### src/rtl/core/hsar_pkg.sv
package hsar_pkg;

	// Field and datapath widths.
	localparam int ChanW    = 8;
	localparam int PixW     = 3 * ChanW;
	localparam int SplatW   = 10;
	localparam int FracCfgW = 9;
	localparam int GainW    = 10;
	localparam int DimW     = 9;
	localparam int SideInW  = 6;
	localparam int CfgIdxW  = 3;
	localparam int HashW    = 16;
	localparam int KhiW     = HashW + GainW;
	localparam int KcW      = HashW + KhiW;
	localparam int MagW     = ChanW + KcW;
	localparam int FracBits = 40;

	// Defaults for the top-level parameters.
	localparam int StampKindsDef   = 16;
	localparam int MaxStampSideDef = 32;
	localparam int MaxImageSideDef = 256;

	// Largest splat count a run may draw.
	localparam int MaxSplats = 1023;

	// Hash constants.
	localparam logic [31:0] HASH_OFS_A = 32'd12345;
	localparam logic [31:0] HASH_OFS_B = 32'd67890;
	localparam logic [31:0] HASH_OFS_C = 32'd13579;
	localparam logic [31:0] HASH_MUL_A = 32'd374761393;
	localparam logic [31:0] HASH_MUL_B = 32'd668265263;
	localparam logic [31:0] HASH_MUL_C = 32'd1103515245;
	localparam logic [31:0] HASH_MUL_D = 32'd1274126177;

	// Hash keys that select each random quantity.
	localparam logic [31:0] KEY_COUNT = 32'd777;
	localparam logic [31:0] KEY_STAMP = 32'd100;
	localparam logic [31:0] KEY_X     = 32'd200;
	localparam logic [31:0] KEY_Y     = 32'd300;
	localparam logic [31:0] KEY_RED   = 32'd400;
	localparam logic [31:0] KEY_GREEN = 32'd500;
	localparam logic [31:0] KEY_BLUE  = 32'd600;
	localparam logic [31:0] KEY_GREY  = 32'd700;
	localparam logic [31:0] KEY_INT   = 32'd800;
	localparam logic [31:0] KEY_POL   = 32'd900;

	// Configuration register indexes.
	localparam logic [CfgIdxW-1:0] CFG_SEED   = 3'd0;
	localparam logic [CfgIdxW-1:0] CFG_COUNT  = 3'd1;
	localparam logic [CfgIdxW-1:0] CFG_LOFRAC = 3'd2;
	localparam logic [CfgIdxW-1:0] CFG_COLOR  = 3'd3;
	localparam logic [CfgIdxW-1:0] CFG_GAIN   = 3'd4;
	localparam logic [CfgIdxW-1:0] CFG_WIDTH  = 3'd5;
	localparam logic [CfgIdxW-1:0] CFG_HEIGHT = 3'd6;

	typedef enum logic [2:0] {
		KIND_PIX_WR  = 3'd0,
		KIND_TEX_WR  = 3'd1,
		KIND_SIDE_WR = 3'd2,
		KIND_RUN     = 3'd3,
		KIND_PIX_RD  = 3'd4
	} kind_t;

	typedef enum logic [3:0] {
		S_IDLE, S_RD, S_RUN0, S_HCNT, S_SPLAT, S_HSPL, S_SIDE,
		S_GEO, S_KCB, S_TRD, S_TMUL, S_TWR, S_DONE
	} seq_state_t;

	typedef struct packed {
		logic [2:0]         kind;
		logic [7:0]         pos_x;
		logic [7:0]         pos_y;
		logic [ChanW-1:0]   in_red;
		logic [ChanW-1:0]   in_green;
		logic [ChanW-1:0]   in_blue;
		logic [3:0]         stamp_number;
		logic [7:0]         texel_alpha;
		logic [SideInW-1:0] stamp_side;
	} item_t;

	typedef struct packed {
		logic [ChanW-1:0]  out_red;
		logic [ChanW-1:0]  out_green;
		logic [ChanW-1:0]  out_blue;
		logic              run_done;
		logic [SplatW-1:0] splats_drawn;
	} result_t;

	typedef struct packed {
		logic        start;
		logic [31:0] a;
		logic [31:0] b;
		logic [31:0] c;
	} hash_req_t;

	typedef struct packed {
		logic             busy;
		logic             done;
		logic [HashW-1:0] h;
	} hash_rsp_t;

endpackage

### src/rtl/core/hsar_blend.sv
module hsar_blend (
	input  logic [hsar_pkg::PixW-1:0]      pix,
	input  logic [2:0][hsar_pkg::MagW-1:0] mag,
	input  logic                           plus,
	output logic [hsar_pkg::PixW-1:0]      blended
);
	import hsar_pkg::*;

	localparam int WholeW = MagW - FracBits;

	// Add or subtract the magnitude on each channel; floor and clamp to 0..255.
	always_comb begin
		logic [ChanW-1:0]  chan;
		logic [WholeW-1:0] whole;
		logic [WholeW-1:0] chan_x;
		logic              frac_nz;
		logic [WholeW:0]   sum;
		logic [WholeW-1:0] diff;
		logic [ChanW-1:0]  res;
		blended = '0;
		for (int c = 0; c < 3; c++) begin
			chan    = pix[PixW-1-ChanW*c -: ChanW];
			whole   = mag[c][MagW-1:FracBits];
			frac_nz = |mag[c][FracBits-1:0];
			chan_x  = WholeW'(chan);
			sum     = (WholeW+1)'(chan_x) + (WholeW+1)'(whole);
			diff    = chan_x - whole - WholeW'(frac_nz);
			if (plus) begin
				res = (sum > (WholeW+1)'(8'hff)) ? 8'hff : sum[ChanW-1:0];
			end else if ((chan_x < whole) || ((chan_x == whole) && frac_nz)) begin
				res = '0;
			end else begin
				res = diff[ChanW-1:0];
			end
			blended[PixW-1-ChanW*c -: ChanW] = res;
		end
	end

endmodule

### config.mk
export PLATFORM = sky130hd
export DESIGN_NAME = hsar_blend
export DESIGN_NICKNAME = d
export VERILOG_FILES = /design/src/rtl/core/hsar_pkg.sv /design/src/rtl/core/hsar_blend.sv
export SDC_FILE = /design/constraint.sdc
export NUM_CORES = 1
export LEC_CHECK = 0
export BUFFER_PORTS_ARGS = -buffer_cell sky130_fd_sc_hd__buf_2
export CAP_MARGIN = 10
export CORE_UTILIZATION = 45
export DETAILED_ROUTE_END_ITERATION = 8
export PLACE_DENSITY = 0.82
export SYNTH_ARGS = -nofsm -noshare
export SYNTH_HDL_FRONTEND = slang
export SYNTH_SLANG_ARGS = --single-unit
### constraint.sdc
create_clock -name vclk -period 10.65
set_clock_uncertainty 0.1 [all_clocks]
set_input_delay 1.5975 -clock vclk [all_inputs]
set_output_delay 1.5975 -clock vclk [all_outputs]
set_load 0.05 [all_outputs]
==> results <==
- Once layout is complete, the utilization of the core stands at 0.610.
- The share of total power dissipated in combinational logic is 1.000.
- Of the cells placed in the final design, the portion with a size suffix greater than 1 is 0.317.
- Port buffering added 199 buffers.
- Routability-driven placement finished with a final weighted congestion of 0.945.
- The final number of hold-violating endpoints is 0.
- After synthesis, the netlist uses 63 different library cells.
- The number of setup buffers added after CTS is 0.
- Headroom to the max-slew limit came out at 0.525.
- The data required time of the worst path is 8950 ps.
- The hold buffer count at cts is 0.
- The number of max-slew violations in the final report is 0.
- The type of element launching the critical path is an input port.
- The die outline area is 0.00848 sq mm.
- The via count of the first global-routing pass was 4372.
- The design internal power is 0.106 mW.
- The number of endpoints failing setup at the final stage is 0.
- The clock tree buffer count of the final layout is 0.
- Summed over all layers, the routed wires come to ~12 mm.
- The final layout contains 952 nets.
- The count of flip-flops and latches is 0.
- The footprint of the flip-flops and latches is 0 sq um.
- The detailed placement HPWL is about 10 mm.
- Summing every instance area after synthesis gives 0.00365 sq mm.
- The remaining number of nets flagged by the antenna check after routing is 0.
- Synthesis produced a netlist with a net count of 761.
- The average footprint of a synthesized cell is 7.40 sq um.
- The per-cell via count in the routed design is 5.61.
- The routed length on met3 is about 790 microns.
- The synthesized design spends more area on one cell type than any other, namely sky130_fd_sc_hd__ha_1.
- For this block, the initial DRC count from the detailed router was ~120.
- The global-route total usage across every layer is 0.264.
- After detailed routing, the number of remaining DRC violations is 0.
- Leaving out filler cells and counting taps, the final layout contains 788.
- The area share of the leading cell type in the synthesized netlist is 0.288.
- The detailed-route via count is 4422.
- The highest metal layer used by the detailed router is met4.
- STA classifies the critical path endpoint as an output port.
- The sequential share of the synthesized area is 0.
- The worst setup path is of the in -> out kind.
- For this design the top-level I/O count stands at 199.
- The number of detailed-route iterations in the first pass is 5.
- The residual overflow from global routing is 0.
- The core box area is 0.00777 sq mm.
- The biggest fanout along the worst timing path is 3.
- Summed over all nets, wire length on met2 after detailed routing comes to 6.32 mm.
- The smallest setup slack after layout is 4020 ps.
- Counting tap cells, the placed design contains a total of 784 instances.
- The minimum setup slack after placement is 4010 ps.
- In this run the vertical extent of the chip is 92.1 microns.
- Entering global routing, the biggest net connects 33 pins.
- The global-route wire length before repair is 18.4 mm.
- At the pin with the least slew margin, the transition time is 695 ps.
- The per-cell routed wire length is 15.0 microns.
- IR analysis of the VDD net gives a maximum drop of between 0.00003 and 0.00004 V.
- Ranked by total cell area, the synthesized netlist is headed by sky130_fd_sc_hd__ha_1, sky130_fd_sc_hd__inv_1, sky130_fd_sc_hd__nor4_1.
- The run finished with clean final reports.
- Setup repair after global routing left no endpoint under its margin.
- Based on the critical path, the design can be clocked at up to 151 MHz.
- The leakage power is 2.58 nW.
- The share of total power dissipated in sequential elements is 0.
- The initial antenna violation count is 4.
- The initial core utilization is 0.470.
- In the post-synthesis netlist, the cell with the most instances is sky130_fd_sc_hd__inv_1.
- The data arrival time of the critical path is 4930 ps.
- Summed over all nets, the switching power comes to roughly 0.15 mW.
- The tool flagged a number of max-cap violations equal to 0.
- Hold is met by 3720 ps.
- By count the netlist is led by sky130_fd_sc_hd__inv_1, sky130_fd_sc_hd__ha_1, sky130_fd_sc_hd__nor4_1, sky130_fd_sc_hd__a21oi_1, sky130_fd_sc_hd__a22o_1.
- The switching power share of the total is 0.594.
- The post-route clock period utilization is 0.623.
- The path category of the worst min-delay check is in -> out.
- For this run, the number of Yosys warnings is 0.
- Compared with the post-synthesis result, the final layout area differs by 29.9%.
- The worst path needs 6630 ps of the cycle, external delays included.
- The standard-cell row count is 32.
- The overall die width is between 90 and 100 microns.
- The count of cells resized by post-cts repair is 0.
- The share of total power dissipated in the clock network is 0.
- Power spread over the standard cell area amounts to 54.8 mW/mm^2.
- After routing, the total negative slack on setup checks comes to 0 ps.
- For this block, wires on met1 add up to 4.24 mm.
- Counting every instance in the synthesized netlist gives around 490.
## worst paths after layout
check      from     endpoint  cells past startpoint
max    mag[131]   blended[6]                     16
min     pix[17]  blended[16]                      4
## critical path: stages
cell and delay, ps:
sky130_fd_sc_hd__buf_2 100, sky130_fd_sc_hd__nor4_1 370, sky130_fd_sc_hd__nand4_1 150, sky130_fd_sc_hd__or3_4 410
sky130_fd_sc_hd__inv_1 80, sky130_fd_sc_hd__fa_1 430, sky130_fd_sc_hd__ha_1 210, sky130_fd_sc_hd__nor2_1 130
sky130_fd_sc_hd__fa_1 230, sky130_fd_sc_hd__nand2_1 70, sky130_fd_sc_hd__a21o_1 210, sky130_fd_sc_hd__a21o_1 170
sky130_fd_sc_hd__a21oi_1 200, sky130_fd_sc_hd__xnor2_1 150, sky130_fd_sc_hd__a22o_1 150, sky130_fd_sc_hd__buf_2 260
## metrics by stage
stage / area (sq um) / power (mW)
2_1_floorplan: 3650 / 0.176
3_3_place_gp: 4730 / 0.249
3_5_place_dp: 4730 / 0.257
4_1_cts: 4730 / 0.258
5_1_grt: 4740 / 0.285
6_report: 4740 / 0.260
## cells by family (layout without fill, tap and decap cells)
family | after synthesis | after routing | share of synthesized area
compound gates | 131 | 131 | 0.270
simple gates | 132 | 132 | 0.214
other cells | 0 | 4 | 0
fa+ha+maj | 93 | 93 | 0.337
mux | 3 | 3 | 0.00823
xor+xnor | 23 | 23 | 0.0552
buf+inv | 111 | 300 | 0.116
## area by class of cell
| type | count | area (sq um) |
|---|---|---|
| fill | 745 | 3030 |
| inverter | 101 | 379 |
| antenna | 4 | 10.0 |
| multi-input combinational | 382 | 3230 |
| tap | 102 | 128 |
| timing repair buffer | 199 | 996 |
## power by group through the flow
stage / clock network (mW) / registers (mW) / logic, mW
after floorplan: 0 / 0 / 0.176
after global placement: 0 / 0 / 0.249
after detailed placement: 0 / 0 / 0.257
after CTS: 0 / 0 / 0.258
after global routing: 0.0000000503 / 0 / 0.285
final: 0.0000000503 / 0 / 0.260
## metal layers
metal  vias up  track usage
met5         -            0
li1       2169            -
met2       204        0.549
met4         0        0.107
met1      2017        0.258
met3        32       0.0274
## layout by cell type, fill, tap and decap left out, types with 4 or more instances in the layout
master,netlist,final
sky130_fd_sc_hd__nor2_1,16,16
sky130_fd_sc_hd__nand2b_1,4,4
sky130_fd_sc_hd__nand4_1,11,11
sky130_fd_sc_hd__nand3_1,8,8
sky130_fd_sc_hd__o21bai_1,6,6
sky130_fd_sc_hd__a221oi_1,5,5
sky130_fd_sc_hd__inv_1,97,97
sky130_fd_sc_hd__diode_2,0,4
sky130_fd_sc_hd__a21oi_1,20,20
sky130_fd_sc_hd__xor2_1,13,13
sky130_fd_sc_hd__a22o_1,20,20
sky130_fd_sc_hd__nor4_1,32,32
sky130_fd_sc_hd__nor3_1,16,16
sky130_fd_sc_hd__xnor2_1,10,10
sky130_fd_sc_hd__o21ai_1,15,15
sky130_fd_sc_hd__nand2_1,12,12
sky130_fd_sc_hd__buf_2,4,199
sky130_fd_sc_hd__a211oi_1,4,4
sky130_fd_sc_hd__a21o_1,11,11
sky130_fd_sc_hd__and3_1,7,7
sky130_fd_sc_hd__nor2b_1,6,6
sky130_fd_sc_hd__ha_1,84,84
sky130_fd_sc_hd__a31oi_1,4,4
sky130_fd_sc_hd__fa_1,9,9
sky130_fd_sc_hd__o211ai_1,8,8
sky130_fd_sc_hd__o21ai_0,7,7
No activity file was read; power rests on OpenSTA's default activity.
