`config.mk`:
```
export PLATFORM = sky130hd
export DESIGN_NAME = hsar_ram
export DESIGN_NICKNAME = d
export VERILOG_FILES = /design/src/rtl/core/hsar_ram.sv
export SDC_FILE = /design/constraint.sdc
export NUM_CORES = 1
export LEC_CHECK = 0
export ABC_AREA = 1
export ABC_CLOCK_PERIOD_IN_PS = 1500
export BUFFER_PORTS_ARGS = -buffer_cell sky130_fd_sc_hd__buf_2
export CAP_MARGIN = 5
export CORE_MARGIN = 3
export CORE_UTILIZATION = 60
export DETAILED_ROUTE_END_ITERATION = 7
export PLACE_DENSITY = 0.78
export SYNTH_ARGS = -nofsm -noshare
export SYNTH_HDL_FRONTEND = slang
export SYNTH_SLANG_ARGS = --single-unit
```
`constraint.sdc`:
```
create_clock -name clk -period 1.5 [get_ports clk]
set_input_delay 0.3 -clock clk [delete_from_list [all_inputs] [get_ports clk]]
set_output_delay 0.3 -clock clk [all_outputs]
set_load 0.05 [all_outputs]
```
`src/rtl/core/hsar_ram.sv`:
```
module hsar_ram #(
	parameter int Depth = 16,
	parameter int Width = 8,
	localparam int Aw = (Depth > 1) ? $clog2(Depth) : 1
) (
	input  logic             clk,
	input  logic             we,
	input  logic [Aw-1:0]    waddr,
	input  logic [Width-1:0] wdata,
	input  logic             re,
	input  logic [Aw-1:0]    raddr,
	output logic [Width-1:0] rdata
);

	logic [Width-1:0] mem [Depth];

	// One write port and one registered read port; read data holds between reads.
	always_ff @(posedge clk) begin
		if (we) begin
			mem[waddr] <= wdata;
		end
		if (re) begin
			rdata <= mem[raddr];
		end
	end

endmodule

```
==> impl_metrics.yaml, run 1 <==
outcome:
  status: "finished, final reports clean"
finish:
  n_antenna_cell: 0
  register_area_sq_um: 4080
  multi_input_area_sq_um: 1210
  nets: 617
  fillCellCount: 664
  layout-drive-gt1-share_pct: 13.4
  fin_cells: 740
  area_growth_pct: 16.8
place:
  io_buffers: 26
  place.gp.congestion: 0.898
  hpwlAfterDp_microns: 7990
  dp_slack_ns: 0.00835
  dp_cells: 708
timing:
  worst_pin_slew_ns: 0.561
  min_period_over_period_pct: 98.6
  rsz0062_at_grt: "no"
  slew_viol_final: 0
  max_slew_margin_pct: 62.5
  hold_violations: 0
  fin_skew_ns: 0.00613
  finalCriticalPeriod_ns: 1.48
  setup_tns_ns: 0
  setup_viol: 0
  setup_slack_ns: 0.0204
  fmax_mhz: 676
grt:
  grtUsageTotal_pct: 24.6
  grt_pass1_vias: 3860
  grt.met3_usage_pct: 5.99
  antenna_found_initial: 0
  grt-ovfl-total: 0
  grt_pass1_wl_microns: 20200
  grt-busiest-layer: "met2"
  use_met1_pct: 32.2
  grt_max_degree: 65
  use_met2_pct: 40.1
yosys:
  syn_area_sq_um: 5850
  synth_cells: 551
  ys_types: 11
  synth_seq_cells: 136
  syn_nets: 570
  ys_seq_area_share_pct: 69.8
  synth_top_cell_area_share_pct: 69.8
  yosysTopAreaCell: "edfxtp_1"
  post_synth.cell_area_avg_sq_um: 10.6
  synthTopCellsByArea: "edfxtp_1 (70%), nand2_1 (11%), nand3_1 (8.3%)"
  yosysWarnings: 0
routing:
  routed_wl_microns: 12700
  post_drt_wl_per_cell_microns: 17.2
  drc: 0
  drt_iter0_drc: 332
  ant_nets: 0
  dr.pass1.iters: 5
  vias: 3941
  viasPerCell: 5.33
power_and_ir_drop:
  p_per_area_nw_per_um2: 1330
  power.total_uw: 9060
  vdd.ir_drop.worst_v: 0.000875
  leakage_uw: 0.00298
cts:
  cts_root_buffer: "clkbuf_8"
  clk_pin_slew_ns: 0.06
  cts_made_buffers: 17
  clk_latency_ns: 0.51
  postCtsSetupRepairBufs: 0
  htreeDepth: 4
  cts_resized: 0
  cts_sinks: 136
  cts_tree: "yes"
  cts.path.max_buffers: 2
  hold_buffers: 0
die:
  dieArea_sq_um: 11000
  die_h_microns: 105
  initial_utilization_pct: 62.4
  io_pins: 27
  row_count: 35
  die_w_microns: 105
  core_region_area_sq_um: 9370
setup_path:
  rr_worst_depth: 6
  crit_chain: "buf_2"
  crit_arrival_ns: 1.18
  crit_buf_inv: 1
  max_stage_delay_ns: 0.39
  path_max_fanout: 1
  worstPathRequired_ns: 1.20
  crit_path_end_kind: "primary output"
  worstSetupStartpointType: "flip-flop"
  r2r_slack_ns: 0.35
  r2r_start: "mem[7][7]"
  worst_path_max_delay_cell: "edfxtp_1"
  r2r-end: "rdata[7]"
  crit_family: "flip-flops"
  path_class: "flip-flop to primary output"
run:
  max_cap_viol_count: 0
min_path:
  min_path_cells: 1
  hold_path_end: "rdata[7]"
  hold_path.class: "input pin to flip-flop"
  hold_start: "re"
## placed cells by master, fill, tap and decap left out, drive strengths merged
cell type and n:
nand3b 2, clkinvlp 2, clkbuf 17, nand3 97, buf 52, edfxtp 136, nor2 17, bufinv 4
nand2 173, inv 103, clkinv 8
## through the flow
stage          hold slack (ns)  cell area [sq um]  utilization, %
2_1_floorplan            0.399               5850               -
3_3_place_gp             0.669               6230            66.5
3_5_place_dp             0.677               6230            66.5
4_1_cts                  0.135               6830            72.8
5_1_grt                  0.143               6830            72.9
6_report                 0.161               6830            72.9
## where the power goes
group | switching [uW] | internal (uW) | total [uW]
combinational | 425 | 174 | 599
clock | 1480 | 2670 | 4150
sequential | 28.5 | 4280 | 4310
total | 1930 | 7130 | 9060
## worst max path at each step
stage	from	to	slack [ns]	depth (start not counted)
CTS	rdata[5]	rdata[5]	0.0007	1
global placement	raddr[0]	rdata[1]	0.03	8
detailed placement	raddr[1]	rdata[7]	0.008	6
global route	rdata[2]	rdata[2]	0.003	1
floorplan	waddr[2]	mem[10][0]	0.25	2
finish	rdata[2]	rdata[2]	0.02	1
## cell families after synthesis
kind of cell	synth area share, %
buffers and inverters	9.39
DFF	69.8
and+or+nand+nor	20.8
## layer usage
layer	up-vias	wire, microns	part of all wire (%)
li1	1879	-	-
met1	1874	5170	41
met2	164	6510	51
met3	24	832	6.5
met4	0	237	1.9
met5	-	0	0
## state kept, by name, summed over array words and instances (netlist names)
signal  cells
rdata       8
mem       128
## Yosys cell counts
cell type / instances
inv_1: 100
buf_2: 13
buf_4: 4
inv_2: 2
nand3b_1: 2
edfxtp_1: 136
nand2_1: 173
nand3_1: 97
buf_1: 1
nor2_1: 17
buf_6: 6
## layout make-up
class | instances | share of cell area (%)
sequential | 136 | 59.8
multi-input combinational | 289 | 17.8
clock buffer | 17 | 6.06
timing repair buffer | 52 | 5.75
inverter | 102 | 5.60
clock inverter | 15 | 2.67
tap | 129 | 2.36
Power figures use the tool's default switching activity.
==> inputs of run 2 (changes only) <==
- MAX_ROUTING_LAYER: default -> met4
==> impl_metrics.yaml, run 2 (same netlist as run 1, synthesis figures left out) <==
outcome:
  status: "finished, final reports clean"
routing:
  drt_iter0_drc: 345
  routed_wl_microns: 12600
  viasPerCell: 5.35
  drc: 0
  ant_nets: 0
  post_drt_wl_per_cell_microns: 17.0
  vias: 3949
  dr.pass1.iters: 5
die:
  initial_utilization_pct: 62.4
  die_w_microns: 105
  dieArea_sq_um: 11000
  die_h_microns: 105
  row_count: 35
  core_region_area_sq_um: 9370
  io_pins: 27
setup_path:
  max_stage_delay_ns: 0.37
  crit_arrival_ns: 1.17
  path_class: "flip-flop to primary output"
  crit_buf_inv: 1
  crit_chain: "buf_2"
  worst_path_max_delay_cell: "edfxtp_1"
  crit_path_end_kind: "primary output"
  worstSetupStartpointType: "flip-flop"
  path_max_fanout: 1
  worstPathRequired_ns: 1.20
  crit_family: "flip-flops"
finish:
  area_growth_pct: 15.8
  fillCellCount: 686
  n_antenna_cell: 0
  layout-drive-gt1-share_pct: 13.1
  register_area_sq_um: 4080
  stdcell_area_sq_um: 6770
  layout_common_cells: "nand2_1 (173), edfxtp_1 (136), inv_1 (100)"
  final_common_cell: "nand2_1"
  top_regs: "mem (128), rdata (8)"
  largest_register_ffs: 128
  fin_cells: 738
  multi_input_area_sq_um: 1210
  nets: 615
  top_register: "mem"
timing:
  fmax_mhz: 682
  min_period_over_period_pct: 97.8
  worst_pin_slew_ns: 0.598
  hold_violations: 0
  slew_viol_final: 0
  setup_slack_ns: 0.0329
  whs_ns: 0.144
  setup_tns_ns: 0
  fin_skew_ns: 0.00462
  setup_viol: 0
  rsz0062_at_grt: "no"
  max_slew_margin_pct: 60.1
  finalCriticalPeriod_ns: 1.47
place:
  dp_cells: 706
  placed_cell_area_sq_um: 6190
  dp_slack_ns: -0.0173
  hpwlAfterDp_microns: 7770
  io_buffers: 26
  place.gp.congestion: 0.928
run:
  max_cap_viol_count: 0
grt:
  grt_pass1_wl_microns: 20200
  grt-busiest-layer: "met2"
  use_met1_pct: 31.9
  use_met2_pct: 41.1
  grt.met3_usage_pct: 6.11
  grt-ovfl-total: 0
  grtUsageTotal_pct: 25.5
  grt_pass1_vias: 3979
  antenna_found_initial: 0
  grt_max_degree: 65
cts:
  cts_tree: "yes"
  cts_root_buffer: "clkbuf_8"
  cts_made_buffers: 17
  cts_sinks: 136
  hold_buffers: 0
  postCtsSetupRepairBufs: 0
  htreeDepth: 4
  cts.path.max_buffers: 2
  clk_pin_slew_ns: 0.06
  clk_latency_ns: 0.52
power_and_ir_drop:
  vdd.ir_drop.worst_v: 0.000970
  p_per_area_nw_per_um2: 1310
  leakage_uw: 0.00295
min_path:
  hold_path.class: "input pin to flip-flop"
## run 2: report_power, final
part	internal [uW]	total, uW	switching, uW
clock network	2520	3990	1480
logic	163	584	421
registers	4280	4310	27.4
## run 2: path summary, 6_finish.rpt
kind / start / endpoint / slack (ns) / depth (start not counted)
hold / removal: re / rdata[3] / 0.14 / 1
setup reg to reg: mem[1][3] / rdata[3] / 0.35 / 6
hold reg to reg: mem[10][7] / rdata[7] / 0.75 / 6
setup / recovery: rdata[5] / rdata[5] / 0.03 / 1
## run 2: per-layer routing
metal  wire length (microns)  vias to the layer above  share of wire, %
met4                     297                        0               2.4
met2                    6270                      168                50
met5                       0                        -                 0
met3                     910                       29               7.2
met1                    5100                     1880                41
li1                        -                     1872                 -
## run 2: metrics by stage
| step | power [uW] | util (%) |
|---|---|---|
| 6_report | 8890 | 72.2 |
| 5_1_grt | 9210 | 72.2 |
| 4_1_cts | 8930 | 72.2 |
| 3_5_place_dp | 4960 | 66.0 |
| 3_3_place_gp | 4940 | 66.0 |
| 2_1_floorplan | 4740 | - |
## run 2: cell type report
type                       instances  share of cell area (%)
clock buffer                      19                    6.23
clock inverter                    13                    2.27
inverter                         102                    5.66
multi-input combinational        289                    17.9
sequential                       136                    60.3
tap                              129                    2.38
timing repair buffer              50                    5.21
## run 2: what timing repair did
item / 4_1_cts / 5_1_grt
endpoints found under the setup margin: 1 / 1
resized for setup: 1 / 2
hold endpoints to repair: 0 / 0
pin swaps: 0 / 0
==> inputs of run 3 (changes only) <==
- RECOVER_POWER: default -> 100
==> impl_metrics.yaml, run 3 (same netlist as run 1, synthesis figures left out) <==
outcome:
  status: "finished, final reports clean"
min_path:
  hold_path.class: "input pin to flip-flop"
  min_path_cells: 1
setup_path:
  crit_buf_inv: 1
  worst_path_max_delay_cell: "edfxtp_1"
  rr_worst_depth: 6
  cp.depth: 1
  worstPathRequired_ns: 1.20
  crit_family: "flip-flops"
  crit_chain: "buf_4"
  worstSetupStartpointType: "flip-flop"
  path_class: "flip-flop to primary output"
  path_max_fanout: 1
  crit_path_end_kind: "primary output"
  crit_arrival_ns: 1.16
  r2r_slack_ns: 0.36
  max_stage_delay_ns: 0.43
finish:
  top_register: "mem"
  final_common_cell: "nand2_1"
  area_growth_pct: 14.5
  top_regs: "mem (128), rdata (8)"
  layout_common_cells: "nand2_1 (173), edfxtp_1 (136), inv_1 (100)"
  nets: 615
  layout-drive-gt1-share_pct: 8.70
  largest_register_ffs: 128
  n_antenna_cell: 0
timing:
  finalCriticalPeriod_ns: 1.46
  setup_viol: 0
  hold_violations: 0
  fmax_mhz: 683
  slew_viol_final: 0
  worst_pin_slew_ns: 0.933
  rsz0062_at_grt: "no"
  fin_skew_ns: 0.00363
  max_slew_margin_pct: 37.8
  setup_tns_ns: 0
  min_period_over_period_pct: 97.6
cts:
  cts_resized: 1
  postCtsSetupRepairBufs: 0
  clk_latency_ns: 0.52
  htreeDepth: 4
  cts.path.max_buffers: 2
  hold_buffers: 0
  clk_pin_slew_ns: 0.06
  cts_sinks: 136
  cts_made_buffers: 17
  cts_tree: "yes"
  cts_root_buffer: "clkbuf_8"
routing:
  dr.pass1.iters: 6
  viasPerCell: 5.32
  dr_wl_met2_microns: 6230
  highest_layer: "met4"
  post_drt_wl_per_cell_microns: 17.0
  wl_met1_microns: 5020
  vias: 3927
  dr_wl_met3_microns: 1000
  drc: 0
  routed_wl_microns: 12600
  ant_nets: 0
  drt_iter0_drc: 365
die:
  initial_utilization_pct: 62.4
  core_region_area_sq_um: 9370
  die_w_microns: 105
  dieArea_sq_um: 11000
  row_count: 35
  io_pins: 27
  die_h_microns: 105
power_and_ir_drop:
  power_frac_clock_pct: 45.0
  p_per_area_nw_per_um2: 1330
  intPower_uw: 6950
  leakage_uw: 0.00285
  power.share.sequential_pct: 48.5
  switching_share_pct: 21.7
  p_comb_share_pct: 6.4
  power.total_uw: 8890
  p_sw_uw: 1930
  vdd.ir_drop.worst_v: 0.000968
grt:
  grtUsageTotal_pct: 25.5
  grt_pass1_wl_microns: 20200
  grt_max_degree: 65
  grt_pass1_vias: 3979
  antenna_found_initial: 0
  grt-ovfl-total: 0
run:
  max_cap_viol_count: 0
place:
  io_buffers: 26
  hpwlAfterDp_microns: 7770
  place.gp.congestion: 0.928
run 3: cell count changes in the layout (fill, tap and decap cells not counted):
cell and delta:
clkbuf_1 +27, buf_4 -16, buf_2 -13, clkbuf_2 +2
run 3: routing by layer:
metal	global-route usage (%)	vias up
met5	-	-
met4	9.56	0
met3	6.11	26
met2	41.1	168
met1	31.9	1861
li1	-	1872
run 3: layout make-up:
class,count,area (sq um)
repair buffers,50,279
clock inverters,13,154
inverters,102,383
well taps,129,161
fillers,714,2680
multi-input cells,289,1210
clock buffers,19,422
flip-flops and latches,136,4080
run 3: path summary, 6_finish.rpt:
kind | start | to
worst max-delay path | rdata[1] | rdata[1]
worst min-delay path | re | rdata[3]
worst max register to register | mem[3][7] | rdata[7]
worst min register to register | mem[10][7] | rdata[7]
run 3: worst reg2reg max path: stages, from the launching register on:
cell	delay [ns]
edfxtp_1	0.35
inv_1	0.05
nand2_1	0.04
nand3_1	0.11
nand3_1	0.10
nand3_1	0.17
nand2_1	0.07
run 3: metrics by stage:
| step | cells | utilization [%] | worst slack (ns) | area (sq um) | hold WS, ns |
|---|---|---|---|---|---|
| after CTS | 738 | 72.2 | 0.0153 | 6770 | 0.118 |
| after detailed placement | 706 | 66.0 | -0.0173 | 6190 | 0.665 |
| after global placement | 706 | 66.0 | 0.0256 | 6190 | 0.667 |
| after global routing | 738 | 71.5 | 0.00896 | 6700 | 0.235 |
| after floorplan | 551 | - | 0.249 | 5850 | 0.399 |
| final | 738 | 71.5 | 0.0358 | 6700 | 0.244 |
run 3: power groups by stage:
stage          clock (uW)  sequential, uW  combinational (uW)
2_1_floorplan           0            4440                 300
3_3_place_gp            0            4380                 560
3_5_place_dp            0            4390                 574
4_1_cts              4040            4310                 582
5_1_grt              4250            4320                 631
6_report             4000            4310                 572
