===== src/rtl/core/hsar_pkg.sv =====
package hsar_pkg;

	// Field and datapath widths.
	localparam int ChanW    = 8;
	localparam int PixW     = 3 * ChanW;
	localparam int SplatW   = 10;
	localparam int FracCfgW = 9;
	localparam int GainW    = 10;
	localparam int DimW     = 9;
	localparam int SideInW  = 6;
	localparam int CfgIdxW  = 3;
	localparam int HashW    = 16;
	localparam int KhiW     = HashW + GainW;
	localparam int KcW      = HashW + KhiW;
	localparam int MagW     = ChanW + KcW;
	localparam int FracBits = 40;

	// Defaults for the top-level parameters.
	localparam int StampKindsDef   = 16;
	localparam int MaxStampSideDef = 32;
	localparam int MaxImageSideDef = 256;

	// Largest splat count a run may draw.
	localparam int MaxSplats = 1023;

	// Hash constants.
	localparam logic [31:0] HASH_OFS_A = 32'd12345;
	localparam logic [31:0] HASH_OFS_B = 32'd67890;
	localparam logic [31:0] HASH_OFS_C = 32'd13579;
	localparam logic [31:0] HASH_MUL_A = 32'd374761393;
	localparam logic [31:0] HASH_MUL_B = 32'd668265263;
	localparam logic [31:0] HASH_MUL_C = 32'd1103515245;
	localparam logic [31:0] HASH_MUL_D = 32'd1274126177;

	// Hash keys that select each random quantity.
	localparam logic [31:0] KEY_COUNT = 32'd777;
	localparam logic [31:0] KEY_STAMP = 32'd100;
	localparam logic [31:0] KEY_X     = 32'd200;
	localparam logic [31:0] KEY_Y     = 32'd300;
	localparam logic [31:0] KEY_RED   = 32'd400;
	localparam logic [31:0] KEY_GREEN = 32'd500;
	localparam logic [31:0] KEY_BLUE  = 32'd600;
	localparam logic [31:0] KEY_GREY  = 32'd700;
	localparam logic [31:0] KEY_INT   = 32'd800;
	localparam logic [31:0] KEY_POL   = 32'd900;

	// Configuration register indexes.
	localparam logic [CfgIdxW-1:0] CFG_SEED   = 3'd0;
	localparam logic [CfgIdxW-1:0] CFG_COUNT  = 3'd1;
	localparam logic [CfgIdxW-1:0] CFG_LOFRAC = 3'd2;
	localparam logic [CfgIdxW-1:0] CFG_COLOR  = 3'd3;
	localparam logic [CfgIdxW-1:0] CFG_GAIN   = 3'd4;
	localparam logic [CfgIdxW-1:0] CFG_WIDTH  = 3'd5;
	localparam logic [CfgIdxW-1:0] CFG_HEIGHT = 3'd6;

	typedef enum logic [2:0] {
		KIND_PIX_WR  = 3'd0,
		KIND_TEX_WR  = 3'd1,
		KIND_SIDE_WR = 3'd2,
		KIND_RUN     = 3'd3,
		KIND_PIX_RD  = 3'd4
	} kind_t;

	typedef enum logic [3:0] {
		S_IDLE, S_RD, S_RUN0, S_HCNT, S_SPLAT, S_HSPL, S_SIDE,
		S_GEO, S_KCB, S_TRD, S_TMUL, S_TWR, S_DONE
	} seq_state_t;

	typedef struct packed {
		logic [2:0]         kind;
		logic [7:0]         pos_x;
		logic [7:0]         pos_y;
		logic [ChanW-1:0]   in_red;
		logic [ChanW-1:0]   in_green;
		logic [ChanW-1:0]   in_blue;
		logic [3:0]         stamp_number;
		logic [7:0]         texel_alpha;
		logic [SideInW-1:0] stamp_side;
	} item_t;

	typedef struct packed {
		logic [ChanW-1:0]  out_red;
		logic [ChanW-1:0]  out_green;
		logic [ChanW-1:0]  out_blue;
		logic              run_done;
		logic [SplatW-1:0] splats_drawn;
	} result_t;

	typedef struct packed {
		logic        start;
		logic [31:0] a;
		logic [31:0] b;
		logic [31:0] c;
	} hash_req_t;

	typedef struct packed {
		logic             busy;
		logic             done;
		logic [HashW-1:0] h;
	} hash_rsp_t;

endpackage


===== src/rtl/core/hsar_hash.sv =====
module hsar_hash (
	input  logic                clk,
	input  logic                arst_n,
	input  hsar_pkg::hash_req_t req,
	output hsar_pkg::hash_rsp_t rsp
);
	import hsar_pkg::*;

	logic             busy_q;
	logic             done_q;
	logic [1:0]       phase_q;
	logic [31:0]      a_q;
	logic [31:0]      b_q;
	logic [31:0]      c_q;
	logic [31:0]      acc_q;
	logic [HashW-1:0] h_q;
	logic [31:0]      mixed;
	logic [31:0]      mul_a;
	logic [31:0]      mul_b;
	logic [31:0]      prod;

	// One shared multiplier, one product term per phase.
	always_comb begin
		mixed = acc_q ^ (acc_q >> 13);
		unique case (phase_q)
			2'd0: begin
				mul_a = a_q;
				mul_b = HASH_MUL_A;
			end
			2'd1: begin
				mul_a = b_q;
				mul_b = HASH_MUL_B;
			end
			2'd2: begin
				mul_a = c_q;
				mul_b = HASH_MUL_C;
			end
			2'd3: begin
				mul_a = mixed;
				mul_b = HASH_MUL_D;
			end
		endcase
		prod = mul_a * mul_b;
	end

	// Phase control.
	always_ff @(posedge clk or negedge arst_n) begin
		if (!arst_n) begin
			busy_q  <= 1'b0;
			done_q  <= 1'b0;
			phase_q <= '0;
		end else if (req.start && !busy_q) begin
			busy_q  <= 1'b1;
			done_q  <= 1'b0;
			phase_q <= '0;
		end else if (busy_q) begin
			phase_q <= phase_q + 2'd1;
			if (phase_q == 2'd3) begin
				busy_q <= 1'b0;
				done_q <= 1'b1;
			end
		end else begin
			done_q <= 1'b0;
		end
	end

	// Operands and accumulator.
	always_ff @(posedge clk) begin
		if (req.start && !busy_q) begin
			a_q <= req.a + HASH_OFS_A;
			b_q <= req.b + HASH_OFS_B;
			c_q <= req.c + HASH_OFS_C;
		end else if (busy_q) begin
			unique case (phase_q)
				2'd0: acc_q <= prod;
				2'd1: acc_q <= acc_q + prod;
				2'd2: acc_q <= acc_q + prod;
				2'd3: h_q <= prod[30:15];
			endcase
		end
	end

	assign rsp = '{busy: busy_q, done: done_q, h: h_q};

endmodule


===== config.mk =====
export PLATFORM = sky130hd
export DESIGN_NAME = hsar_hash
export DESIGN_NICKNAME = d
export VERILOG_FILES = /design/src/rtl/core/hsar_pkg.sv /design/src/rtl/core/hsar_hash.sv
export SDC_FILE = /design/constraint.sdc
export NUM_CORES = 1
export LEC_CHECK = 0
export ABC_CLOCK_PERIOD_IN_PS = 13300
export CORE_ASPECT_RATIO = 0.5
export CORE_MARGIN = 2
export CORE_UTILIZATION = 40
export CTS_CLUSTER_SIZE = 16
export DETAILED_ROUTE_END_ITERATION = 10
export DONT_BUFFER_PORTS = 1
export SLEW_MARGIN = 20
export SYNTH_ARGS = -nofsm -noshare
export SYNTH_HDL_FRONTEND = slang
export SYNTH_SLANG_ARGS = --single-unit
export TNS_END_PERCENT = 1

===== constraint.sdc =====
create_clock -name clk -period 13.3 [get_ports clk]
set_input_delay 2.66 -clock clk [delete_from_list [all_inputs] [get_ports clk]]
set_output_delay 2.66 -clock clk [all_outputs]
set_load 0.05 [all_outputs]

==> results of run 1 <==
[worst min-delay path by stage]
stage | end | cells past startpoint | start
after floorplan | done_q | 1 | done_q
after global routing | phase_q[0] | 1 | phase_q[0]
after CTS | phase_q[0] | 1 | phase_q[0]
after global placement | phase_q[0] | 1 | phase_q[0]
after detailed placement | phase_q[0] | 1 | phase_q[0]
final | phase_q[0] | 1 | phase_q[0]
[stage by stage]
stage                     hold slack, ns  utilization [%]
after floorplan                    0.452                -
after global placement             0.641             42.0
after detailed placement           0.660             42.0
after CTS                          0.674             43.1
after global routing               0.722             43.1
final                              0.683             43.1
[registers in the layout (all words and copies together), names as in the netlist]
register  count
phase_q       2
c_q          32
h_q          16
acc_q        32
b_q          32
a_q          32
done_q        1
busy_q        1
[cell type report]
class / count / share of cell area, %
Clock inverter: 14 / 0.674
Timing Repair Buffer: 32 / 0.963
Multi-Input combinational cell: 1611 / 67.2
Antenna cell: 2 / 0.0203
Sequential cell: 148 / 17.9
Tap cell: 768 / 3.89
Inverter: 499 / 7.59
Clock buffer: 18 / 1.74
[logic make-up (layout without fill, tap and decap cells)]
logic type,after synthesis,count (layout),share of synthesized area (%)
simple gates,535,535,10.9
fa+ha+maj,575,575,43.9
flops,148,148,19.1
compound gates,273,273,7.85
mux,22,22,1.06
other cells,0,2,0
buf+inv,554,563,9.27
xor+xnor,206,206,7.94
[cells in the mapped netlist, drive strengths merged (3+ instances only)]
| cell | number |
|---|---|
| inv | 495 |
| edfxtp | 144 |
| o21ai | 67 |
| o21a | 9 |
| and3 | 26 |
| xnor2 | 146 |
| o211ai | 6 |
| and2 | 35 |
| o41ai | 3 |
| nand2 | 134 |
| clkbuf | 37 |
| o31ai | 7 |
| or3 | 5 |
| a21oi | 67 |
| buf | 18 |
| and4 | 4 |
| a21o | 28 |
| nand4 | 6 |
| a22oi | 11 |
| fa | 396 |
| or2 | 22 |
| a21boi | 7 |
| ha | 179 |
| dfrtp | 4 |
| o22ai | 5 |
| nand3 | 29 |
| nor3 | 10 |
| o21bai | 5 |
| nor2b | 23 |
| a222oi | 22 |
| nand2b | 33 |
| nor3b | 6 |
| a31oi | 8 |
| a221oi | 4 |
| clkinv | 4 |
| nor2 | 198 |
| a211oi | 5 |
| xor2 | 58 |
| mux2 | 20 |
[metal layers]
layer / global-route usage, % / up-vias / part of all wire, %
met5: 0 / - / 0
met1: 38.3 / 8339 / 45
met3: 12.2 / 62 / 14
met4: 4.76 / 0 / 1.5
met2: 35.9 / 835 / 40
li1: - / 7319 / -
==> impl_metrics.ini, run 1 <==
[placed_design]
routabilityCongestion = 1.01
placed_cell_area_um2 = 24100
place_inst = 3057
dp_hpwl_mm = 65.1
pre_cts_ws_ns = 1.30
port-buffer-count = 0

[drt]
ant_nets = 0
routed_via_density = 5.35
drtIter0Drc = 1798
wl_per_cell_um = 24.8
routed_wirelength_mm = 76.8
drc = 0
firstDrtPassIters = 6
vias = 16600

[critical_path]
rr_endpoint = acc_q[31]
cp-start-kind = flip-flop
reg2reg_setup_slack_ns = 1.0
arrival_ns = 12.49
slowest_delay_ns = 0.80
required_ns = 13.49
critical_path.max_fanout = 38
critPathTopFamily = adder cells
path_class = flip-flop to flip-flop
worstRegToRegCells = 37
cp.depth = 37
worst-path-buf-inv = 8
crit_top_cell = fa_1
end_kind = flip-flop
cp_slowest_cell = o21ai_0
crit_start = phase_q[1]
rr_startpoint = phase_q[1]
critical_path.endpoint = acc_q[31]

[die]
dieArea_um2 = 59900
die_h_um = 174
rows = 62
start_util_pct = 40.4
fp.coreArea_um2 = 57300
io_pins = 117
die_w_um = 344

[cts]
ctsResizeCount = 0
clk-insertion-delay-late_ns = 0.45
cts_setup_buffers = 0
clockRootBuffer = clkbuf_16
numClockSinks = 148
path_clk_slew_ns = 0.07
cts_buffers = 17
cts_buffer_depth = 2
ctsHoldBuffers = 0
htreeDepth = 4
cts_tree = yes

[synth]
synth.top_cells.by_area = fa_1 34%, edfxtp_1 19%, ha_1 9.7%, inv_1 8.0%, xnor2_1 5.5%
yosys.area.top_type_share_pct = 34.2
synth_warnings = 0
synth_edf_count = 144
synthDistinctLibCells = 72
synth-seq-cells = 148
ys.flop_type = edfxtp_1
synth_largest_area_cell = fa_1
ys_async_sr_fraction_pct = 2.70
syn_nets = 2987
syn_area_um2 = 23200
avgSynthCellArea_um2 = 10.0
yosysSeqAreaShare_pct = 19.1
synthCells = 2313

[grt]
grt_pass1_wl_mm = 113
grt_pass1_vias = 17300
grt-ovfl-total = 0
grtUsageTotal_pct = 26.4
grt_antenna_before_repair = 0
grt_max_degree = 68

[cells_and_area]
area_growth_pct = 6.67
multi_input_area_um2 = 16600
nets = 2983
final_area_um2 = 24700
layout.cells.non_filler = 3092
seqCellArea_um2 = 4420
layout_commonest_cell = inv_1
n_fill_cell = 5483
final_cell_mix = 495 x inv_1, 396 x fa_1, 194 x nor2_1, 176 x ha_1, 145 x xnor2_1
drive_above_1_share_pct = 5.30

[timing]
clock_skew_ns = 0.0150
fmaxAchievable_ghz = 0.0813
period_minus_slack_ns = 12.30
hold_violations = 0
rsz0062_at_grt = no
setup_viol = 0
period_share_pct = 92.5
slew_headroom_pct = 14.8
worst_pin_slew_ns = 1.28
worst_slack_ns = 0.996
drv_slew = 0
fin_setup_tns_ns = 0

[hold_path]
hold_path.class = flip-flop to flip-flop

[run]
cap_violations = 0

[run_status]
status = finished, final reports clean
Power of run 1 is not shown: default switching activity piles up to over one toggle a cycle in this logic, so the estimate is an artifact.
==> run 2, diff against run 1 <==
ABC_AREA = 1   (was unset)
==> impl_metrics.ini, run 2 <==
[cts]
cts_tree = yes
clk-insertion-delay-late_ns = 0.45
ctsHoldBuffers = 0
cts_buffer_depth = 2
cts_buffers = 17
path_clk_slew_ns = 0.08
cts_setup_buffers = 0
numClockSinks = 148
clockRootBuffer = clkbuf_16
ctsResizeCount = 0
htreeDepth = 4

[grt]
grt-ovfl-total = 0
grt_pass1_vias = 18900
grt_max_degree = 66
grt_pass1_wl_mm = 118
grt_antenna_before_repair = 0
grtUsageTotal_pct = 25.5

[synth]
yosys.area.top_type_share_pct = 32.4
synthMostInstantiatedCell = inv_1
yosysSeqAreaShare_pct = 18.1
synth_edf_count = 144
syn_area_um2 = 24400
syn_nets = 3538
synth_warnings = 0
ys_async_sr_fraction_pct = 2.70
ys.flop_type = edfxtp_1
synth-seq-cells = 148
synth.top_cells.by_area = fa_1 32%, edfxtp_1 18%, inv_1 10%, ha_1 9.2%, nand2_1 8.8%
synthCells = 2864
synthDistinctLibCells = 60
synth_largest_area_cell = fa_1
avgSynthCellArea_um2 = 8.54
netlist_top_cells_count = 673 x inv_1, 570 x nand2_1, 396 x fa_1

[cells_and_area]
area_growth_pct = 6.01
n_antenna_cell = 0
nets = 3525
n_fill_cell = 6064
final_cell_mix = 673 x inv_1, 570 x nand2_1, 396 x fa_1, 229 x nor2_1, 177 x ha_1
drive_above_1_share_pct = 5.34
layout_commonest_cell = inv_1

[timing]
slew_headroom_pct = 29.2
fin_setup_tns_ns = 0
rsz0062_at_grt = no
period_minus_slack_ns = 10.99
clock_skew_ns = 0.0145
setup_viol = 0
drv_slew = 0
worst_pin_slew_ns = 1.06
fmaxAchievable_ghz = 0.0910
hold_violations = 0
period_share_pct = 82.7

[drt]
drc = 0
routed_wirelength_mm = 79.2
wl_per_cell_um = 21.5
drtIter0Drc = 2159
vias = 19000
ant_nets = 0
firstDrtPassIters = 8
routed_via_density = 5.15

[placed_design]
port-buffer-count = 0
dp_hpwl_mm = 68.2
routabilityCongestion = 1.00

[run]
cap_violations = 0

[run_status]
status = finished, final reports clean

[critical_path]
crit_top_cell = inv_1
cp-start-kind = flip-flop
slowest_delay_ns = 0.79
cp_slowest_cell = clkinv_1
required_ns = 13.52
critical_path.max_fanout = 24
end_kind = flip-flop
worstRegToRegCells = 42
rr_startpoint = phase_q[0]
path_class = flip-flop to flip-flop
arrival_ns = 11.21
crit_start = phase_q[0]

[die]
start_util_pct = 40.2
die_w_um = 354
die_h_um = 179
rows = 64
io_pins = 117
dieArea_um2 = 63200
fp.coreArea_um2 = 60800

[hold_path]
holdCritStartpoint = phase_q[1]
min_path_cells = 2
hold_path.class = flip-flop to flip-flop
-- run 2: cell count changes in the layout (fill, tap and decap cells not counted), moves of 25 or more --
cell and delta:
and2_1 -32, and3_1 -25, xnor2_1 -102, nand2_1 +438, nor2_1 +35, inv_1 +178, xor2_1 +25, nand2b_1 -33
a21oi_1 +31, a21o_1 -25, nand3_1 +82
-- run 2: per-layer routing --
metal  GRT usage (%)  vias up  wire length (um)
met1            36.8     9377             35000
met5               0        -                 0
li1                -     8689                 -
met3            5.91       70              8500
met4            4.88        0              1340
met2            39.4      848             34300
-- run 2: kinds of logic (layout without fill, tap and decap cells) --
group                    Yosys count  in the layout  share of synthesized area (%)
AND/OR/NAND/NOR                 1057           1057                           18.8
buffers and inverters            746            746                           12.0
adder cells (fa/ha/maj)          575            575                           41.6
AO/OA/AOI/OAI                    212            212                           5.06
flip-flops                       148            148                           18.1
XOR/XNOR                         126            126                           4.51
-- run 2: final cells by class --
type | count | area [um2] | share of cell area (%)
Clock inverter | 15 | 156 | 0.603
Timing Repair Buffer | 22 | 165 | 0.637
Sequential cell | 148 | 4420 | 17.1
Tap cell | 825 | 1030 | 3.98
Multi-Input combinational cell | 1970 | 17100 | 66.0
Clock buffer | 17 | 425 | 1.64
Inverter | 692 | 2600 | 10.0
-- run 2: critical path, delay by kind of cell (launching register included) --
family / cells / cell delay, ns
simple gates: 14 / 2.28
fa+ha+maj: 11 / 5.04
buf+inv: 14 / 2.06
compound gates: 2 / 0.52
xor+xnor: 1 / 0.36
flops: 1 / 0.48
-- run 2: worst paths after layout --
check / slack (ns) / endpoint
min reg2reg: 0.62 / phase_q[1]
min in group asynchronous: 1.89 / phase_q[1]
max: 2.31 / acc_q[31]
min: 0.62 / phase_q[1]
max reg2reg: 2.31 / acc_q[31]
max in group asynchronous: 11.33 / done_q
-- run 2: stage by stage --
stage                     utilization [%]  instances  area (um2)  hold WS [ns]  setup slack [ns]
final                                42.6       3689       25900         0.623              2.31
after global placement               41.7       3657       25300         0.593              2.50
after floorplan                         -       2864       24400         0.450              4.19
after CTS                            42.6       3689       25900         0.630              2.44
after global routing                 42.6       3689       25900         0.685              1.80
after detailed placement             41.7       3657       25300         0.612              2.48
Power of run 2 is left out for the same reason.
==> run 3, diff against run 2 <==
ABC_CLOCK_PERIOD_IN_PS = 9000   (was 13300)
clock period = 9 ns   (was 13.3 ns; I/O delays follow)
==> impl_metrics.ini, run 3 (same netlist as run 2, synthesis figures left out) <==
[run_status]
status = finished, violations left
violations = negative setup slack

[cts]
ctsHoldBuffers = 0
numClockSinks = 148
path_clk_slew_ns = 0.07
cts_buffers = 17
cts_buffer_depth = 2
htreeDepth = 4
clockRootBuffer = clkbuf_16
cts_tree = yes
clk-insertion-delay-late_ns = 0.46

[grt]
grt_antenna_before_repair = 0
grtUsageTotal_pct = 27.0
grt-ovfl-total = 0
grt_pass1_wl_mm = 126
grt_max_degree = 68
grt_pass1_vias = 20700

[die]
rows = 64
io_pins = 117
dieArea_um2 = 63200
die_w_um = 354
fp.coreArea_um2 = 60800
die_h_um = 179
start_util_pct = 40.2

[timing]
hold_violations = 0
fmaxAchievable_ghz = 0.108
slew_headroom_pct = 35.8
worst_slack_ns = -0.279
fin_setup_tns_ns = -0.647
period_share_pct = 103
worst_pin_slew_ns = 0.960
setup_viol = 7
clock_skew_ns = 0.0132
rsz0062_at_grt = yes
drv_slew = 0
period_minus_slack_ns = 9.28

[critical_path]
arrival_ns = 9.50
slowest_delay_ns = 0.57
path_class = flip-flop to flip-flop
worstRegToRegCells = 41
cp-start-kind = flip-flop
required_ns = 9.22
critical_path.max_fanout = 10
end_kind = flip-flop
crit_top_cell = fa_1
cp_slowest_cell = fa_1

[cells_and_area]
n_fill_cell = 5738
seqCellArea_um2 = 4430
n_antenna_cell = 0
area_growth_pct = 24.4
layout_commonest_cell = inv_1
fin_util_pct = 50.0
nets = 3986
multi_input_area_um2 = 17800
final_cell_mix = 653 x inv_1, 545 x nand2_1, 453 x buf_4, 376 x fa_1, 197 x nor2_1
drive_above_1_share_pct = 23.2

[placed_design]
port-buffer-count = 0
routabilityCongestion = 1.00
dp_hpwl_mm = 73.8

[drt]
drc = 0
drtIter0Drc = 1910
firstDrtPassIters = 7
routed_via_density = 5.02
routed_wirelength_mm = 85.2
vias = 20800
ant_nets = 0
wl_per_cell_um = 20.5

[run]
cap_violations = 0

[hold_path]
min_path_cells = 1
hold_path.class = flip-flop to flip-flop
-- run 3: cell types whose count changed in the layout (fill, tap and decap cells not counted), moves of 12 or more --
cell,before,now
nand2_2,15,35
nor2_2,12,38
a21oi_1,97,84
nand3_1,111,95
inv_2,15,33
fa_1,396,376
inv_1,673,653
nor2_1,229,197
buf_4,22,453
buf_12,0,16
nand2_1,570,545
fa_2,0,20
nand3_2,15,27
-- run 3: routing by layer --
layer  part of all wire (%)  vias up  routed length, um  GRT usage [%]
li1                       -     9614                  -              -
met1                     46    10300              39100           40.4
met2                     42      842              35500           39.5
met3                     10      102               8730           5.90
met4                    2.2        0               1880           6.37
met5                      0        -                  0              0
-- run 3: worst paths after layout --
kind	startpoint	to	slack, ns
hold reg to reg	phase_q[0]	phase_q[0]	0.60
hold / removal	phase_q[0]	phase_q[0]	0.60
min in group asynchronous	arst_n	busy_q	1.03
setup reg to reg	phase_q[0]	acc_q[31]	-0.28
setup / recovery	phase_q[0]	acc_q[31]	-0.28
max in group asynchronous	arst_n	phase_q[1]	7.89
-- run 3: through the flow --
| stage | cells | area [um2] | setup slack, ns | hold slack, ns |
|---|---|---|---|---|
| 2_1_floorplan | 2864 | 24500 | 0.0923 | 0.450 |
| 6_report | 4150 | 30400 | -0.279 | 0.598 |
| 4_1_cts | 4112 | 29500 | -0.0929 | 0.610 |
| 5_1_grt | 4150 | 30400 | -0.497 | 0.645 |
| 3_5_place_dp | 4079 | 28600 | -0.445 | 0.595 |
| 3_3_place_gp | 4079 | 28600 | -0.405 | 0.556 |
-- run 3: worst max-delay path: cells and delay by family (launching register included) --
family / cells / cell delay [ns]
AOI/OAI and AO/OA: 3 / 0.66
adders and majority gates: 11 / 4.84
buffers and inverters: 14 / 1.28
and+or+nand+nor: 12 / 1.57
DFF: 1 / 0.45
xor gates and xnor gates: 1 / 0.22
-- run 3: area by class of cell --
cell class | count | share of cell area, %
clock inverters | 13 | 0.539
multi-input cells | 1970 | 58.5
well taps | 825 | 3.39
inverters | 692 | 8.62
flip-flops and latches | 148 | 14.6
repair inverters | 1 | 0.0370
repair buffers | 482 | 12.9
clock buffers | 19 | 1.46
-- run 3: repair_timing --
action	in CTS	in global routing
setup buffers	1	34
endpoints found under the hold margin	0	0
pin swaps	7	58
cloned	0	4
endpoints found under the setup margin	11	17
gates resized for setup	63	156
Power of run 3 is left out for the same reason.
